[src/hw/rtl/usp_pkg.sv]
// ----------------------------------------------------------------------------
// usp_pkg - shared types and constants for the URL splitter
// Parse state, result record, phase and error codes, character constants.
// ----------------------------------------------------------------------------
package usp_pkg;

    localparam int MAX_LEN = 4096;
    localparam int LEN_W   = 13;
    localparam int ACC_W   = 17;
    localparam int PORT_W  = 16;

    localparam logic [ACC_W-1:0] PORT_SAT = ACC_W'(65536);
    localparam logic [ACC_W-1:0] PORT_MAX = ACC_W'(65535);

    // port flag bit positions
    localparam int PF_SIGN   = 0;
    localparam int PF_DIGITS = 1;
    localparam int PF_NEG    = 2;

    localparam logic [7:0] CH_NUL   = 8'h00;
    localparam logic [7:0] CH_TAB   = 8'h09;
    localparam logic [7:0] CH_CR    = 8'h0D;
    localparam logic [7:0] CH_SPACE = 8'h20;
    localparam logic [7:0] CH_PLUS  = 8'h2B;
    localparam logic [7:0] CH_MINUS = 8'h2D;
    localparam logic [7:0] CH_DOT   = 8'h2E;
    localparam logic [7:0] CH_SLASH = 8'h2F;
    localparam logic [7:0] CH_ZERO  = 8'h30;
    localparam logic [7:0] CH_NINE  = 8'h39;
    localparam logic [7:0] CH_COLON = 8'h3A;
    localparam logic [7:0] CH_UA    = 8'h41;
    localparam logic [7:0] CH_UZ    = 8'h5A;
    localparam logic [7:0] CH_LA    = 8'h61;
    localparam logic [7:0] CH_LZ    = 8'h7A;

    localparam logic [1:0] ST_OK        = 2'd0;
    localparam logic [1:0] ST_MALFORMED = 2'd1;
    localparam logic [1:0] ST_TOO_LONG  = 2'd2;

    typedef enum logic [3:0] {
        PH_SCHEME, PH_SEP1, PH_SEP2, PH_HOST, PH_PORT_WS, PH_PORT_DIG,
        PH_PATH_FIRST, PH_PATH, PH_DONE_DEF, PH_DONE_PATH, PH_FAIL
    } phase_t;

    typedef enum logic [1:0] {
        ERR_NONE, ERR_MALFORMED, ERR_TOO_LONG
    } err_t;

    typedef struct packed {
        logic [LEN_W-1:0] position;
        phase_t           phase;
        logic [LEN_W-1:0] scheme_run_len;
        logic             host_class_ok;
        logic [LEN_W-1:0] host_begin;
        logic [LEN_W-1:0] host_length;
        logic [ACC_W-1:0] port_accum;
        logic [2:0]       port_flags;
        logic [LEN_W-1:0] path_begin;
        logic [LEN_W-1:0] last_slash;
        err_t             error_flag;
    } state_t;

    typedef struct packed {
        logic [1:0]        status;
        logic              has_scheme;
        logic [LEN_W-1:0]  scheme_len;
        logic [LEN_W-1:0]  host_start;
        logic [LEN_W-1:0]  host_len;
        logic              has_port;
        logic [PORT_W-1:0] port_number;
        logic              path_default;
        logic [LEN_W-1:0]  path_start;
        logic [LEN_W-1:0]  path_len;
        logic [LEN_W-1:0]  name_start;
    } result_t;

    localparam state_t STATE_INIT = '{
        position:       '0,
        phase:          PH_SCHEME,
        scheme_run_len: '0,
        host_class_ok:  1'b1,
        host_begin:     '0,
        host_length:    '0,
        port_accum:     '0,
        port_flags:     '0,
        path_begin:     '0,
        last_slash:     '0,
        error_flag:     ERR_NONE
    };

endpackage

[src/hw/rtl/usp_step.sv]
// ----------------------------------------------------------------------------
// usp_step - per-byte parse step
// Next parse state and the finished result record for one input byte.
// ----------------------------------------------------------------------------
module usp_step (
    input  usp_pkg::state_t  state_cur,
    input  logic [7:0]       char_code,
    output usp_pkg::state_t  state_next,
    output usp_pkg::result_t result_next
);
    import usp_pkg::*;

    function automatic logic is_digit(logic [7:0] c);
        return (c >= CH_ZERO) && (c <= CH_NINE);
    endfunction

    function automatic logic is_alnum(logic [7:0] c);
        return is_digit(c) || ((c >= CH_LA) && (c <= CH_LZ)) || ((c >= CH_UA) && (c <= CH_UZ));
    endfunction

    function automatic logic is_host_char(logic [7:0] c);
        return is_alnum(c) || (c == CH_MINUS) || (c == CH_DOT);
    endfunction

    function automatic logic is_space(logic [7:0] c);
        return (c == CH_SPACE) || ((c >= CH_TAB) && (c <= CH_CR));
    endfunction

    function automatic state_t go_fail(state_t s);
        state_t r;
        r            = s;
        r.error_flag = ERR_MALFORMED;
        r.phase      = PH_FAIL;
        return r;
    endfunction

    function automatic state_t path_open(state_t s, logic [7:0] c);
        state_t r;
        r            = s;
        r.path_begin = s.position;
        if (c == CH_NUL) begin
            if (s.host_length == '0) begin
                r = go_fail(r);
            end else begin
                r.phase = PH_DONE_DEF;
            end
        end else if (c == CH_SLASH) begin
            r.last_slash = s.position;
            r.phase      = PH_PATH_FIRST;
        end else begin
            r = go_fail(r);
        end
        return r;
    endfunction

    function automatic state_t after_host(state_t s, logic [7:0] c);
        state_t r;
        r = s;
        if (c == CH_COLON) begin
            if (s.host_length == '0) begin
                r = go_fail(r);
            end else begin
                r.phase      = PH_PORT_WS;
                r.port_accum = '0;
                r.port_flags = '0;
            end
        end else begin
            r = path_open(s, c);
        end
        return r;
    endfunction

    // accum * 10 + digit as two shifts and adds, saturated
    function automatic state_t port_add(state_t s, logic [7:0] c);
        state_t      r;
        logic [19:0] acc;
        logic [19:0] sum;
        r   = s;
        acc = {3'b000, s.port_accum};
        sum = (acc << 3) + (acc << 1) + {16'b0, c[3:0]};
        if (sum > {3'b000, PORT_SAT}) begin
            r.port_accum = PORT_SAT;
        end else begin
            r.port_accum = sum[ACC_W-1:0];
        end
        r.port_flags[PF_DIGITS] = 1'b1;
        return r;
    endfunction

    function automatic state_t port_ws(state_t s, logic [7:0] c);
        state_t r;
        r = s;
        if (is_space(c)) begin
            r = s;
        end else if ((c == CH_PLUS) || (c == CH_MINUS)) begin
            r.port_flags[PF_SIGN] = 1'b1;
            if (c == CH_MINUS) begin
                r.port_flags[PF_NEG] = 1'b1;
            end
            r.phase = PH_PORT_DIG;
        end else if (is_digit(c)) begin
            r       = port_add(s, c);
            r.phase = PH_PORT_DIG;
        end else begin
            r = go_fail(s);
        end
        return r;
    endfunction

    function automatic state_t port_dig(state_t s, logic [7:0] c);
        state_t r;
        r = s;
        if (is_digit(c)) begin
            r = port_add(s, c);
        end else if (!s.port_flags[PF_DIGITS]
                     || (s.port_flags[PF_NEG] && (s.port_accum != '0))
                     || (s.port_accum > PORT_MAX)) begin
            r = go_fail(s);
        end else begin
            r            = s;
            r.port_flags = 3'b010;
            r            = path_open(r, c);
        end
        return r;
    endfunction

    function automatic state_t feed(state_t s, logic [7:0] c);
        state_t r;
        state_t d;
        r = s;
        // the scanned run reinterpreted as the host
        d                = s;
        d.host_begin     = '0;
        d.host_length    = s.scheme_run_len;
        d.scheme_run_len = '0;
        unique case (s.phase)
            PH_SCHEME: begin
                if (is_alnum(c) || (c == CH_PLUS) || (c == CH_MINUS) || (c == CH_DOT)) begin
                    r.scheme_run_len = s.scheme_run_len + 1'b1;
                    if (!is_host_char(c)) begin
                        r.host_class_ok = 1'b0;
                    end
                end else if ((c == CH_COLON) && (s.scheme_run_len != '0)) begin
                    r.phase = PH_SEP1;
                end else if (!s.host_class_ok) begin
                    r = go_fail(s);
                end else begin
                    r = after_host(d, c);
                end
            end
            PH_SEP1: begin
                if (c == CH_SLASH) begin
                    r.phase = PH_SEP2;
                end else if (!s.host_class_ok) begin
                    r = go_fail(s);
                end else begin
                    d.phase      = PH_PORT_WS;
                    d.port_accum = '0;
                    d.port_flags = '0;
                    r            = port_ws(d, c);
                end
            end
            PH_SEP2: begin
                if (c == CH_SLASH) begin
                    r.phase       = PH_HOST;
                    r.host_begin  = s.position + 1'b1;
                    r.host_length = '0;
                end else begin
                    r = go_fail(s);
                end
            end
            PH_HOST: begin
                if (is_host_char(c)) begin
                    r.host_length = s.host_length + 1'b1;
                end else if (s.host_length == '0) begin
                    r = go_fail(s);
                end else begin
                    r = after_host(s, c);
                end
            end
            PH_PORT_WS:  r = port_ws(s, c);
            PH_PORT_DIG: r = port_dig(s, c);
            PH_PATH_FIRST: begin
                if (c == CH_NUL) begin
                    r.phase = PH_DONE_DEF;
                end else begin
                    r.phase = PH_PATH;
                    if (c == CH_SLASH) begin
                        r.last_slash = s.position;
                    end
                end
            end
            PH_PATH: begin
                if (c == CH_NUL) begin
                    r.phase = PH_DONE_PATH;
                end else if (c == CH_SLASH) begin
                    r.last_slash = s.position;
                end
            end
            default: r = s;
        endcase
        return r;
    endfunction

    state_t fed;
    state_t fin;
    logic   def_path;

    assign fed      = feed(state_cur, char_code);
    assign fin      = (state_cur.error_flag == ERR_NONE) ? fed : state_cur;
    assign def_path = (fin.phase == PH_DONE_DEF);

    always_comb begin
        state_next  = state_cur;
        result_next = '0;
        if (char_code != CH_NUL) begin
            if (state_cur.position >= LEN_W'(MAX_LEN)) begin
                state_next.error_flag = ERR_TOO_LONG;
            end else begin
                state_next          = fin;
                state_next.position = state_cur.position + 1'b1;
            end
        end else begin
            state_next = STATE_INIT;
            if (fin.error_flag == ERR_TOO_LONG) begin
                result_next.status = ST_TOO_LONG;
            end else if ((fin.error_flag != ERR_NONE)
                         || ((fin.phase != PH_DONE_DEF) && (fin.phase != PH_DONE_PATH))) begin
                result_next.status = ST_MALFORMED;
            end else begin
                result_next.status       = ST_OK;
                result_next.has_scheme   = (fin.scheme_run_len != '0);
                result_next.scheme_len   = fin.scheme_run_len;
                result_next.host_start   = fin.host_begin;
                result_next.host_len     = fin.host_length;
                result_next.has_port     = fin.port_flags[PF_DIGITS];
                result_next.port_number  = fin.port_flags[PF_DIGITS]
                                         ? fin.port_accum[PORT_W-1:0] : '0;
                result_next.path_default = def_path;
                result_next.path_start   = fin.path_begin;
                result_next.path_len     = def_path ? '0 : (fin.position - fin.path_begin);
                result_next.name_start   = def_path ? fin.position : (fin.last_slash + 1'b1);
            end
        end
    end

endmodule

[src/hw/rtl/url_splitter.sv]
// ----------------------------------------------------------------------------
// url_splitter - streaming URL splitter
// Splits a byte-serial URL into scheme, host, port and path descriptors.
// ----------------------------------------------------------------------------
// Usage:
//   The input channel (s_valid/s_ready/s_char_code) carries one URL byte per
//   transaction. A zero byte ends the string; it produces exactly one result
//   transaction on the output channel (m_valid/m_ready/m_*), while every
//   other byte produces none. The result holds the status (ok, malformed,
//   longer than 4096 bytes), the scheme length, offsets and lengths of host
//   and path, the port number and the offset of the final path name.
//   Timing: a byte sits in the input register, where one pass of the parse
//   step updates the state; the result goes from the step into the output
//   register when the step consumes the terminating byte, which waits only
//   while an earlier result still occupies the output register.
//   Throughput: one byte per cycle while no terminator waits for the output
//   register; the parse step is combinational and reads the input register.
//   Reset (aresetn low, synchronous) empties both registers and returns the
//   parser to the start of a string. After each result the parser restarts.
//   When the receiver stalls, the result stays in the output register; non-
//   terminating bytes keep flowing, and only a second terminator waits.
// ----------------------------------------------------------------------------
module url_splitter (
    input  logic                       aclk,
    input  logic                       aresetn,
    input  logic                       s_valid,
    output logic                       s_ready,
    input  logic [7:0]                 s_char_code,
    output logic                       m_valid,
    input  logic                       m_ready,
    output logic [1:0]                 m_status,
    output logic                       m_has_scheme,
    output logic [usp_pkg::LEN_W-1:0]  m_scheme_len,
    output logic [usp_pkg::LEN_W-1:0]  m_host_start,
    output logic [usp_pkg::LEN_W-1:0]  m_host_len,
    output logic                       m_has_port,
    output logic [usp_pkg::PORT_W-1:0] m_port_number,
    output logic                       m_path_default,
    output logic [usp_pkg::LEN_W-1:0]  m_path_start,
    output logic [usp_pkg::LEN_W-1:0]  m_path_len,
    output logic [usp_pkg::LEN_W-1:0]  m_name_start
);
    import usp_pkg::*;

    logic       in_valid_reg;
    logic [7:0] in_char_reg;
    state_t     state_reg;
    state_t     state_next;
    result_t    result_reg;
    result_t    result_next;
    logic       m_valid_reg;

    logic out_free;
    logic is_term;
    logic advance;

    // Parse step: pure logic between input register and result register
    usp_step u_step (
        .state_cur   (state_reg),
        .char_code   (in_char_reg),
        .state_next  (state_next),
        .result_next (result_next)
    );

    // Output slot is free when empty or being drained this cycle
    assign out_free = !m_valid_reg || m_ready;
    assign is_term  = (in_char_reg == CH_NUL);
    // Ordinary bytes always advance; a terminator needs the output slot
    assign advance  = in_valid_reg && (!is_term || out_free);
    assign s_ready  = !in_valid_reg || advance;

    always_ff @(posedge aclk) begin
        if (!aresetn) begin
            in_valid_reg <= 1'b0;
            m_valid_reg  <= 1'b0;
            state_reg    <= STATE_INIT;
        end else begin
            // Refill the input register whenever it empties
            if (s_ready) begin
                in_valid_reg <= s_valid;
            end
            if (s_valid && s_ready) begin
                in_char_reg <= s_char_code;
            end
            if (advance) begin
                state_reg <= state_next;
            end
            // Load a result on a terminator, otherwise drop it once taken
            if (advance && is_term) begin
                m_valid_reg <= 1'b1;
                result_reg  <= result_next;
            end else if (m_ready) begin
                m_valid_reg <= 1'b0;
            end
        end
    end

    assign m_valid        = m_valid_reg;
    assign m_status       = result_reg.status;
    assign m_has_scheme   = result_reg.has_scheme;
    assign m_scheme_len   = result_reg.scheme_len;
    assign m_host_start   = result_reg.host_start;
    assign m_host_len     = result_reg.host_len;
    assign m_has_port     = result_reg.has_port;
    assign m_port_number  = result_reg.port_number;
    assign m_path_default = result_reg.path_default;
    assign m_path_start   = result_reg.path_start;
    assign m_path_len     = result_reg.path_len;
    assign m_name_start   = result_reg.name_start;

    // A consumed terminator restarts the parser and presents a result
    a_term_restarts: assert property (@(posedge aclk) disable iff (!aresetn)
        (advance && is_term) |=> (m_valid_reg && (state_reg.position == '0)
                                  && (state_reg.phase == PH_SCHEME)))
        else $error("terminator did not restart the parser");

    // Failed results carry no descriptors
    a_fail_clean: assert property (@(posedge aclk) disable iff (!aresetn)
        (m_valid_reg && (m_status != ST_OK)) |->
            (!m_has_scheme && (m_host_len == '0) && !m_has_port
             && (m_port_number == '0) && !m_path_default && (m_path_len == '0)))
        else $error("failed result carries descriptor fields");

    // An explicit path starts with a slash, so the name lies past it
    a_path_nonempty: assert property (@(posedge aclk) disable iff (!aresetn)
        (m_valid_reg && (m_status == ST_OK) && !m_path_default) |->
            ((m_path_len != '0) && (m_name_start > m_path_start)))
        else $error("explicit path with bad length or name offset");

    // Default root: empty path, empty name at or just past the path offset
    a_path_default: assert property (@(posedge aclk) disable iff (!aresetn)
        (m_valid_reg && (m_status == ST_OK) && m_path_default) |->
            ((m_path_len == '0) && (m_name_start >= m_path_start)))
        else $error("default path result inconsistent");

    // A port is only reported after a host
    a_port_host: assert property (@(posedge aclk) disable iff (!aresetn)
        (m_valid_reg && (m_status == ST_OK) && m_has_port) |-> (m_host_len != '0))
        else $error("port reported without host");

endmodule
[config.mk]
export PLATFORM = sky130hd
export DESIGN_NAME = url_splitter
export DESIGN_NICKNAME = d
export VERILOG_FILES = /design/src/hw/rtl/usp_pkg.sv /design/src/hw/rtl/usp_step.sv /design/src/hw/rtl/url_splitter.sv
export SDC_FILE = /design/constraint.sdc
export NUM_CORES = 1
export LEC_CHECK = 0
export BUFFER_PORTS_ARGS = -buffer_cell sky130_fd_sc_hd__buf_2
export CORE_UTILIZATION = 59
export CTS_CLUSTER_DIAMETER = 80
export DETAILED_ROUTE_END_ITERATION = 7
export PLACE_DENSITY = 0.76
export SYNTH_ARGS = -nofsm -noshare
export SYNTH_HDL_FRONTEND = slang
export SYNTH_SLANG_ARGS = --single-unit
[constraint.sdc]
create_clock -name aclk -period 13.96 [get_ports aclk]
set_clock_uncertainty 0.2 [all_clocks]
set_input_delay 2.792 -clock aclk [delete_from_list [all_inputs] [get_ports aclk]]
set_output_delay 2.792 -clock aclk [all_outputs]
set_load 0.01 [all_outputs]
==> results of run 1 <==
[routing by layer]
layer | vias to the layer above | GRT usage | routed length (um)
met4 | 0 | 0.103 | 865
met1 | 5604 | 0.439 | 15500
met2 | 555 | 0.543 | 17000
met5 | - | 0 | 0
li1 | 5474 | - | -
met3 | 81 | 0.0488 | 2990
[worst min path at each step]
stage | start | endpoint | slack [ns] | depth (start not counted)
final | state_reg[19] | state_reg[19] | 0.29 | 2
after global routing | state_reg[24] | state_reg[24] | 0.32 | 2
after CTS | state_reg[25] | state_reg[25] | 0.29 | 2
after detailed placement | state_reg[25] | state_reg[25] | 0.28 | 2
after global placement | state_reg[25] | state_reg[25] | 0.26 | 2
after floorplan | state_reg[63] | state_reg[63] | 0.25 | 2
[cells by family (layout without fill, tap and decap cells)]
kind of cell | after synthesis | count (layout) | synth area share
AO/OA/AOI/OAI | 420 | 420 | 0.219
buffers and inverters | 133 | 216 | 0.0415
flip-flops | 213 | 213 | 0.425
XOR/XNOR | 40 | 40 | 0.0279
AND/OR/NAND/NOR | 555 | 555 | 0.208
adder cells (fa/ha/maj) | 55 | 55 | 0.0566
multiplexers | 27 | 27 | 0.0219
[final cells by class]
type | instances | share of cell area
tap | 275 | 0.0245
sequential | 213 | 0.380
multi-input combinational | 1097 | 0.480
clock buffer | 34 | 0.0482
inverter | 36 | 0.00963
timing repair buffer | 138 | 0.0539
clock inverter | 8 | 0.00401
[layout by cell type, fill, tap and decap left out, types with 24 or more instances in the layout]
cell type and n:
nor2_1 216, buf_2 112, xnor2_1 24, o21ai_0 94, nand2_1 110, ha_1 52, nand3_1 40, nor2b_1 25
a22oi_1 77, a21oi_1 93, nor3_1 39, dfxtp_1 106, inv_1 35, edfxtp_1 107, buf_4 26
[tightest hold or removal path: cells and delay by family, from the launching register on]
kind | cells | cell delay, ns
compound gates | 1 | 0.06
flops | 1 | 0.32
simple gates | 1 | 0.07
[power by group through the flow]
stage	registers (mW)	logic, mW	clock network, mW
floorplan	0.672	0.145	0
global placement	0.678	0.200	0
detailed placement	0.678	0.202	0
CTS	0.665	0.203	0.596
global route	0.666	0.223	0.619
finish	0.665	0.209	0.591
[metrics by stage]
stage	setup WS, ns	power [mW]	hold slack (ns)	cells
after global routing	7.30	1.51	0.320	1801
after CTS	7.43	1.46	0.289	1801
after global placement	7.45	0.878	0.265	1759
after detailed placement	7.43	0.880	0.275	1759
final	7.44	1.47	0.290	1801
after floorplan	2.96	0.817	0.254	1443
==> metrics.txt, run 1 <==
status=finished, final reports clean; die area=between 0.02 and 0.025 mm2; Synth area leader=edfxtp_1; cts repair resizes=0; die height=~150 um; Crit-path slowest cell=or2_2; crit path DAT=approximately 3.5 ns; sequential share of the synthesized area=0.425; Setup crit start kind=input port; Post-Syn Area per Cell=between 8 and 9 um2; Peak supply drop=78.3 uV; Starting Density=0.599; endpoint class of the critical path=output port; gr usage total=0.327; Die Width=~150 um; average wire per standard cell=roughly 20 um; Overflow after GRT=0; Logic pwr share=0.143; ranking of synthesized cells by area=edfxtp_1, dfxtp_1, nor2_1; worst reg-to-reg setup slack=between 7 and 8 ns; cts bufs inserted=23; area growth from synthesis to layout=11.7%; Vias=11714; # hold bufs at CTS=0; drt via density=about 6.5; # clock sinks=roughly 210; Worst Path Required=approximately 11 ns; switch share=0.279; crit path from=m_ready; first-pass GRT wire length=about 57 mm; share of post-route cells with drive strength above 1=0.128; worst r2r dst=m_path_len[12]; # fillers=roughly 1800; Crit path max-delay family=simple AND/OR/NAND/NOR gates; most frequent cells after synthesis=nor2_1, nand2_1, edfxtp_1, dfxtp_1; n_diodes=0; Net Count, Synth=1510; initial antenna violation count=0; P_sw=~0.41 mW; Power Dens Cells=around 100 mW/mm2; buffer and inverter count on the worst path=2; LEAKAGE=~5.2 nW; Gate Count Post-Synth=about 1400; dpl cell area=0.0133 mm2; Slew Viols, Final=0; clk_lat worst skew=between 0.5 and 0.6 ns; Core Util, Final=0.670; Max FO, Critical Path=4; Worst-path clk slew=roughly 0.060 ns; Achievable Freq=between 150 and 200 MHz; Synth top area share=0.256; Site Rows=53; most common cell in the netlist=nor2_1; RSZ-0062 raised after global routing=false; worst setup path class=in -> out; internal power=about 1.1 mW; max cap viols=0; critical path depth=4; Relative slew margins=0.249; I/O pin total=around 110; max FFs per register=104; Synth Warn #=0; First-pass DRT Iterations=6; clock share of power=0.403; vias in the first global route=between 10000 and 15000; Reg2Reg Depth=21; fin crit period=about 6.5 ns; synth unique cells=76; # nets final=approximately 1600; Final Cycle Share=0.467; CORE AREA=about 0.021 mm2; Async SR Flop Fraction=0; register area=between 0.005 and 0.006 mm2; CTS tree=done; post-synthesis cell area=around 0.013 mm2; worst r2r src=in_char_reg[1]; crit path cell chain=buf_2 > nand2b_1 > or2_2 > buf_2; sequential share of power=0.454; crit path capture=s_ready; Post-synth EDFFs=between 100 and 150; Detailed Place HPWL=about 25 mm; CP max stage delay=about 0.33 ns; Primary FF master, synth=edfxtp_1; Worst Hold Class=reg -> reg; # DRC=0; Final Hold Fails=0; DRT Wirelength=around 36 mm; Final Wtd Congestion=approximately 0.95; IO Port Bufs=between 100 and 150; largest net degree at the start of global routing=81; cell mode on critical path=buf_2; Clock Root Buffer=clkbuf_16; area of the multi-input gates=about 0.0067 mm2; CTS Buffer Depth=3; initial DRC count=about 1200; worst slew pin tran=1.12 ns; remaining antenna violation count=0; design area=about 0.014 mm2; synthesized flop and latch total=between 200 and 250; setup repair bufs after CTS=0; Final setup viols=0; setup TNS=0 ns; H-tree lvl count=1
Note: power is estimated with default switching activity, not from simulation.
==> run 2: changes to the inputs <==
--- a/config.mk
+++ b/config.mk
@@ -6,10 +6,10 @@
 export NUM_CORES = 1
 export LEC_CHECK = 0
 export BUFFER_PORTS_ARGS = -buffer_cell sky130_fd_sc_hd__buf_2
-export CORE_UTILIZATION = 59
+export CORE_UTILIZATION = 55
 export CTS_CLUSTER_DIAMETER = 80
 export DETAILED_ROUTE_END_ITERATION = 7
-export PLACE_DENSITY = 0.76
+export PLACE_DENSITY = 0.75
 export SYNTH_ARGS = -nofsm -noshare
 export SYNTH_HDL_FRONTEND = slang
 export SYNTH_SLANG_ARGS = --single-unit
==> constraint.sdc (replaced) <==
create_clock -name aclk -period 6 [get_ports aclk]
set_clock_uncertainty 0.2 [all_clocks]
set_input_delay 1.2 -clock aclk [delete_from_list [all_inputs] [get_ports aclk]]
set_output_delay 1.2 -clock aclk [all_outputs]
set_load 0.01 [all_outputs]
==> metrics.txt, run 2 (synthesized netlist as in run 1, its figures left out) <==
status=finished, final reports clean; buffer and inverter count on the worst path=1 (-1); clk_lat worst skew=0.53 ns (about the same); WHS Path Cells=2 (unchanged); worst slew pin tran=1.03 ns (-0.0918 ns); Clock Root Buffer=clkbuf_16; Final Hold Fails=0 (unchanged); Relative slew margins=0.298 (+0.0492); Final Wtd Congestion=0.943 (-0.60%); max cap viols=0 (unchanged); Setup crit start kind=flop; RSZ-0062 raised after global routing=false; Max FO, Critical Path=13 (+9); Non-Filler Instances=1820 (+1.1%); H-tree lvl count=1 (unchanged); first-pass GRT wire length=59.4 mm (+3.5%); worst r2r src=in_char_reg[0]; Worst Path Required=6.08 ns (-4.89 ns); worst setup path class=reg -> reg; worst r2r dst=m_path_len[12]; Overflow after GRT=0 (unchanged); Peak supply drop=198 uV (+150%); die height=153 um (+3.5%); total power=3.42 mW (+130%); Detailed Place HPWL=26.3 mm (+4.5%); vias in the first global route=10758 (-2.6%); First-pass DRT Iterations=5 (-1); endpoint class of the critical path=flop; # clock sinks=213 (unchanged); cts repair resizes=0 (unchanged); Power Dens Cells=242 mW/mm2 (+130%); cts bufs inserted=23 (unchanged); Worst Hold Class=reg -> reg; average wire per standard cell=20.7 um (+2.4%); LEAKAGE=5.26 nW (+1.3%); # fillers=1883 (+6.1%); Starting Density=0.568 (-0.0309); crit path cell chain=o311a_1 > or4_1 > nand2_2 > nor2_1 > o21ai_0 > a21oi_2 > mux2i_1 > inv_1 > ha_1 > fa_1 > nor2b_1 > o21ai_0 > a21boi_0 > o211ai_1 > a21boi_0 > o21a_1 > o21a_1 > o41ai_1 > xnor2_1 > nor2_1; drt via density=6.38 (-1.9%); Reg2Reg Depth=20 (-4.8%); Hold Startpoint=state_reg[15]; Site Rows=54 (+1.9%); share of post-route cells with drive strength above 1=0.134 (+0.00598); largest net degree at the start of global routing=77 (-4.9%); commonest non-fill, non-tap cells in the layout=nor2_1, buf_2, nand2_1, edfxtp_1, dfxtp_1; dpl cells=1775 (+0.91%); Crit path max-delay family=compound AO/OA/AOI/OAI gates; Crit-path slowest cell=or4_1; CP max stage delay=0.68 ns (+0.35 ns); initial antenna violation count=0 (unchanged); crit path DAT=5.66 ns (+2.13 ns); gr usage total=0.319 (-0.00843); register area=0.00534 mm2 (unchanged); I/O pin total=113 (unchanged); area growth from synthesis to layout=12.6%; initial DRC count=1077 (-10%); IO Port Bufs=112 (unchanged); fin crit period=~5.6 ns; Achievable Freq=179 MHz; n_diodes=0 (unchanged); # DRC=0 (unchanged); Worst-path clk slew=0.06 ns (about the same); setup TNS=0 ns (unchanged); worst reg-to-reg setup slack=0.42 ns (-7.35 ns); remaining antenna violation count=0 (unchanged); commonest non-fill, non-tap cell in the layout=nor2_1; CTS tree=done; Slew Viols, Final=0 (unchanged); Final Cycle Share=0.930; max FFs per register=104 (unchanged); DRT Wirelength=37.6 mm (+3.5%); Final setup viols=0 (unchanged); hold endpoint=state_reg[15]; Vias=11615 (-0.85%); Die Width=153 um (+3.5%); CTS Buffer Depth=3 (unchanged); area of the multi-input gates=0.00674 mm2 (about the same); CORE AREA=0.0221 mm2 (+5.4%); die area=0.0234 mm2 (+7.2%); # nets final=1590 (+0.89%)
run 2: per-stage QoR:
| stage | area, um2 | util | setup WS, ns | hold WS, ns |
|---|---|---|---|---|
| after global placement | 13400 | 0.606 | 0.711 | 0.265 |
| after global routing | 14100 | 0.640 | 0.00751 | 0.314 |
| after detailed placement | 13400 | 0.606 | 0.512 | 0.273 |
| after floorplan | 12600 | - | 0.601 | 0.254 |
| final | 14100 | 0.640 | 0.417 | 0.284 |
| after CTS | 14100 | 0.639 | 0.504 | 0.287 |
run 2: worst register-to-register path, delay by kind of cell (launching register included):
family / cells / cell delay, ns
adder cells (fa/ha/maj): 2 / 0.60
AND/OR/NAND/NOR: 5 / 1.22
flip-flops: 1 / 0.56
AO/OA/AOI/OAI: 10 / 2.20
multiplexers: 1 / 0.30
buffers and inverters: 1 / 0.08
XOR/XNOR: 1 / 0.16
run 2: where the power goes:
| part | total [mW] | internal [mW] | switching, mW |
|---|---|---|---|
| Sequential | 1.55 | 1.52 | 0.0210 |
| Combinational | 0.493 | 0.152 | 0.341 |
| Clock | 1.38 | 0.782 | 0.598 |
run 2: how the worst max path moves through the flow:
stage,startpoint,slack (ns),cells past startpoint,to
after floorplan,in_char_reg[1],0.60,25,m_path_len[12]
final,in_char_reg[0],0.42,20,m_path_len[12]
after CTS,in_char_reg[3],0.50,21,m_path_len[12]
after global placement,in_char_reg[3],0.71,21,m_path_len[12]
after detailed placement,in_char_reg[3],0.51,21,m_path_len[12]
after global routing,in_char_reg[1],0.008,22,m_path_len[12]
run 2: metal layers:
metal	vias to the layer above	wire length (um)	global-route usage
met5	-	0	0
met4	0	686	0.0895
met3	55	2980	0.0499
met2	510	16200	0.472
met1	5545	17800	0.478
li1	5505	-	-
run 2: layout make-up:
type | instances | area share
Clock buffer | 32 | 0.0445
Clock inverter | 10 | 0.00655
Inverter | 36 | 0.00956
Multi-Input combinational cell | 1097 | 0.476
Sequential cell | 213 | 0.377
Tap cell | 280 | 0.0248
Timing Repair Buffer | 152 | 0.0609
run 2: repair_timing:
action,in CTS,in global routing
endpoints found under the setup margin,0,2
hold buffers,0,0
setup buffers,0,3
==> run 3: changes to the inputs <==
--- a/config.mk
+++ b/config.mk
@@ -6,10 +6,11 @@
 export NUM_CORES = 1
 export LEC_CHECK = 0
 export BUFFER_PORTS_ARGS = -buffer_cell sky130_fd_sc_hd__buf_2
-export CORE_UTILIZATION = 55
+export CORE_MARGIN = 1
+export CORE_UTILIZATION = 59
 export CTS_CLUSTER_DIAMETER = 80
 export DETAILED_ROUTE_END_ITERATION = 7
-export PLACE_DENSITY = 0.75
+export PLACE_DENSITY = 0.76
 export SYNTH_ARGS = -nofsm -noshare
 export SYNTH_HDL_FRONTEND = slang
 export SYNTH_SLANG_ARGS = --single-unit
==> constraint.sdc (replaced) <==
create_clock -name aclk -period 6.55 [get_ports aclk]
set_clock_uncertainty 0.2 [all_clocks]
set_input_delay 1.31 -clock aclk [delete_from_list [all_inputs] [get_ports aclk]]
set_output_delay 1.31 -clock aclk [all_outputs]
set_load 0.01 [all_outputs]
==> metrics.txt, run 3 (synthesized netlist as in run 1, its figures left out) <==
switch share=0.270 (-0.0104); fin crit period=6.03 ns (+0.447 ns); die area=0.0219 mm2 (-6.7%); worst slack at placement=0.500 ns (-0.0123 ns); Worst Hold Class=reg -> reg; Power Dens Cells=236 mW/mm2 (-2.3%); CTS Buffer Depth=3 (unchanged); RSZ-0062 raised after global routing=false; setup repair bufs after CTS=0 (unchanged); initial antenna violation count=0 (unchanged); vias in the first global route=10983 (+2.1%); share of post-route cells with drive strength above 1=0.134 (+0.000523); fin worst setup slack=0.520 ns (+0.103 ns); commonest non-fill, non-tap cell in the layout=nor2_1; worst setup path class=reg -> reg; gr usage total=0.343 (+0.0242); clock share of power=0.444 (+0.040); die height=148 um (-3.4%); area growth from synthesis to layout=13.3%; Starting Density=0.599 (+0.0309); Worst-path clk slew=0.06 ns (about the same); setup TNS=0 ns (unchanged); CORE AREA=0.0210 mm2 (-5.2%); dpl cells=1765 (-0.56%); Final setup viols=0 (unchanged); commonest non-fill, non-tap cells in the layout=nor2_1, buf_2, nand2_1, edfxtp_1, dfxtp_1; Site Rows=53 (-1.9%); P_sw=0.910 mW (-5.2%); WHS Path Cells=2 (unchanged); Hold Startpoint=state_reg[21]; Logic pwr share=0.134 (-0.010); clk_lat worst skew=0.53 ns (about the same); Worst Path Required=6.61 ns (+0.53 ns); Max FO, Critical Path=18 (+5); First-pass DRT Iterations=7 (+2); Setup crit start kind=flop; Relative slew margins=0.199 (-0.0989); Die Width=148 um (-3.4%); Slew Viols, Final=0 (unchanged); Overflow after GRT=0 (unchanged); design area=0.0142 mm2 (+0.68%); cts bufs inserted=24 (+4.3%); sequential share of power=0.422 (-0.030); # fillers=1757 (-6.7%); drt via density=6.53 (+2.3%); Reg2Reg Depth=21 (+5.0%); Final Hold Fails=0 (unchanged); max FFs per register=104 (unchanged); initial DRC count=967 (-10%); average wire per standard cell=20.9 um (+0.95%); # nets final=1583 (-0.44%); hold endpoint=state_reg[21]; internal power=2.46 mW (-0.16%); worst reg-to-reg setup slack=0.52 ns (+0.10 ns); status=finished, final reports clean; H-tree lvl count=1 (unchanged); Non-Filler Instances=1809 (-0.60%); worst r2r src=in_char_reg[1]; # clock sinks=213 (unchanged); endpoint class of the critical path=flop; Achievable Freq=166 MHz (-7.4%); remaining antenna violation count=0 (unchanged); DRT Wirelength=37.8 mm (+0.34%); Peak supply drop=198 uV (about the same); # DRC=0 (unchanged); n_diodes=0 (unchanged); I/O pin total=113 (unchanged); Detailed Place HPWL=26.1 mm (-0.76%); Clock Root Buffer=clkbuf_16; worst r2r dst=m_path_len[12]; largest net degree at the start of global routing=77 (unchanged); CTS tree=done; LEAKAGE=5.24 nW (-0.34%); max cap viols=0 (unchanged); first-pass GRT wire length=59.6 mm (+0.22%); IO Port Bufs=112 (unchanged); Vias=11812 (+1.7%); total power=3.36 mW (-1.6%); crit path DAT=6.09 ns (+0.43 ns); Final Cycle Share=0.921 (-0.00988); worst slew pin tran=1.19 ns (+0.164 ns); dpl cell area=0.0134 mm2 (-0.33%); Final Wtd Congestion=0.990 (+5.0%)
run 3: what timing repair did:
item                                    4_1_cts  5_1_grt
endpoints found under the setup margin        0        2
hold buffers                                  0        0
gates resized for setup                       0        1
hold endpoints to repair                      0        0
run 3: stage by stage:
step | utilization | hold WS, ns
6_report | 0.679 | 0.285
3_3_place_gp | 0.637 | 0.265
4_1_cts | 0.679 | 0.287
2_1_floorplan | - | 0.254
3_5_place_dp | 0.637 | 0.273
5_1_grt | 0.679 | 0.325
run 3: power groups by stage:
| stage | sequential [mW] | clock [mW] | combinational, mW |
|---|---|---|---|
| floorplan | 1.43 | 0 | 0.310 |
| global placement | 1.45 | 0 | 0.430 |
| detailed placement | 1.45 | 0 | 0.433 |
| CTS | 1.42 | 1.50 | 0.435 |
| global route | 1.42 | 1.54 | 0.482 |
| finish | 1.42 | 1.49 | 0.452 |
run 3: final cells by class:
cell class / instances / area (um2) / share of cell area
clock buffer: 29 / 661 / 0.0464
sequential: 213 / 5340 / 0.375
timing repair buffer: 144 / 801 / 0.0562
multi-input combinational: 1097 / 6740 / 0.474
inverter: 36 / 135 / 0.00949
tap: 275 / 344 / 0.0242
clock inverter: 15 / 216 / 0.0152
run 3: how the worst max path moves through the flow:
| stage | startpoint | endpoint | slack (ns) | cells after the start |
|---|---|---|---|---|
| after floorplan | aresetn | m_has_port | 0.07 | 4 |
| after global placement | in_char_reg[1] | m_path_len[12] | 0.81 | 21 |
| after detailed placement | in_char_reg[1] | m_path_len[12] | 0.50 | 21 |
| after CTS | in_char_reg[1] | m_path_len[12] | 0.41 | 21 |
| after global routing | in_char_reg[1] | m_path_len[12] | 0.08 | 21 |
| final | in_char_reg[1] | m_path_len[12] | 0.52 | 21 |
run 3: routing by layer:
layer / vias to the layer above / track usage / routed length [um]
li1: 5481 / - / -
met1: 5643 / 0.460 / 15900
met2: 592 / 0.567 / 17800
met3: 96 / 0.0512 / 2990
met4: 0 / 0.113 / 1120
met5: - / 0 / 0
run 3: critical path, cell delays in order, from the launching register on:
cell and delay [ns]:
edfxtp_1 0.69, nand2_1 0.15, o311a_1 0.32, or4_1 0.68, nand2_1 0.42, nor3_1 0.08, o21ai_0 0.32, a21oi_4 0.25
mux2i_1 0.31, inv_1 0.08, ha_1 0.21, fa_1 0.39, nor2b_1 0.17, o21ai_0 0.15, a21boi_0 0.34, o211ai_1 0.13
a21boi_0 0.25, o21a_1 0.17, o21a_1 0.13, o41ai_1 0.08, xnor2_1 0.17, nor2_1 0.05
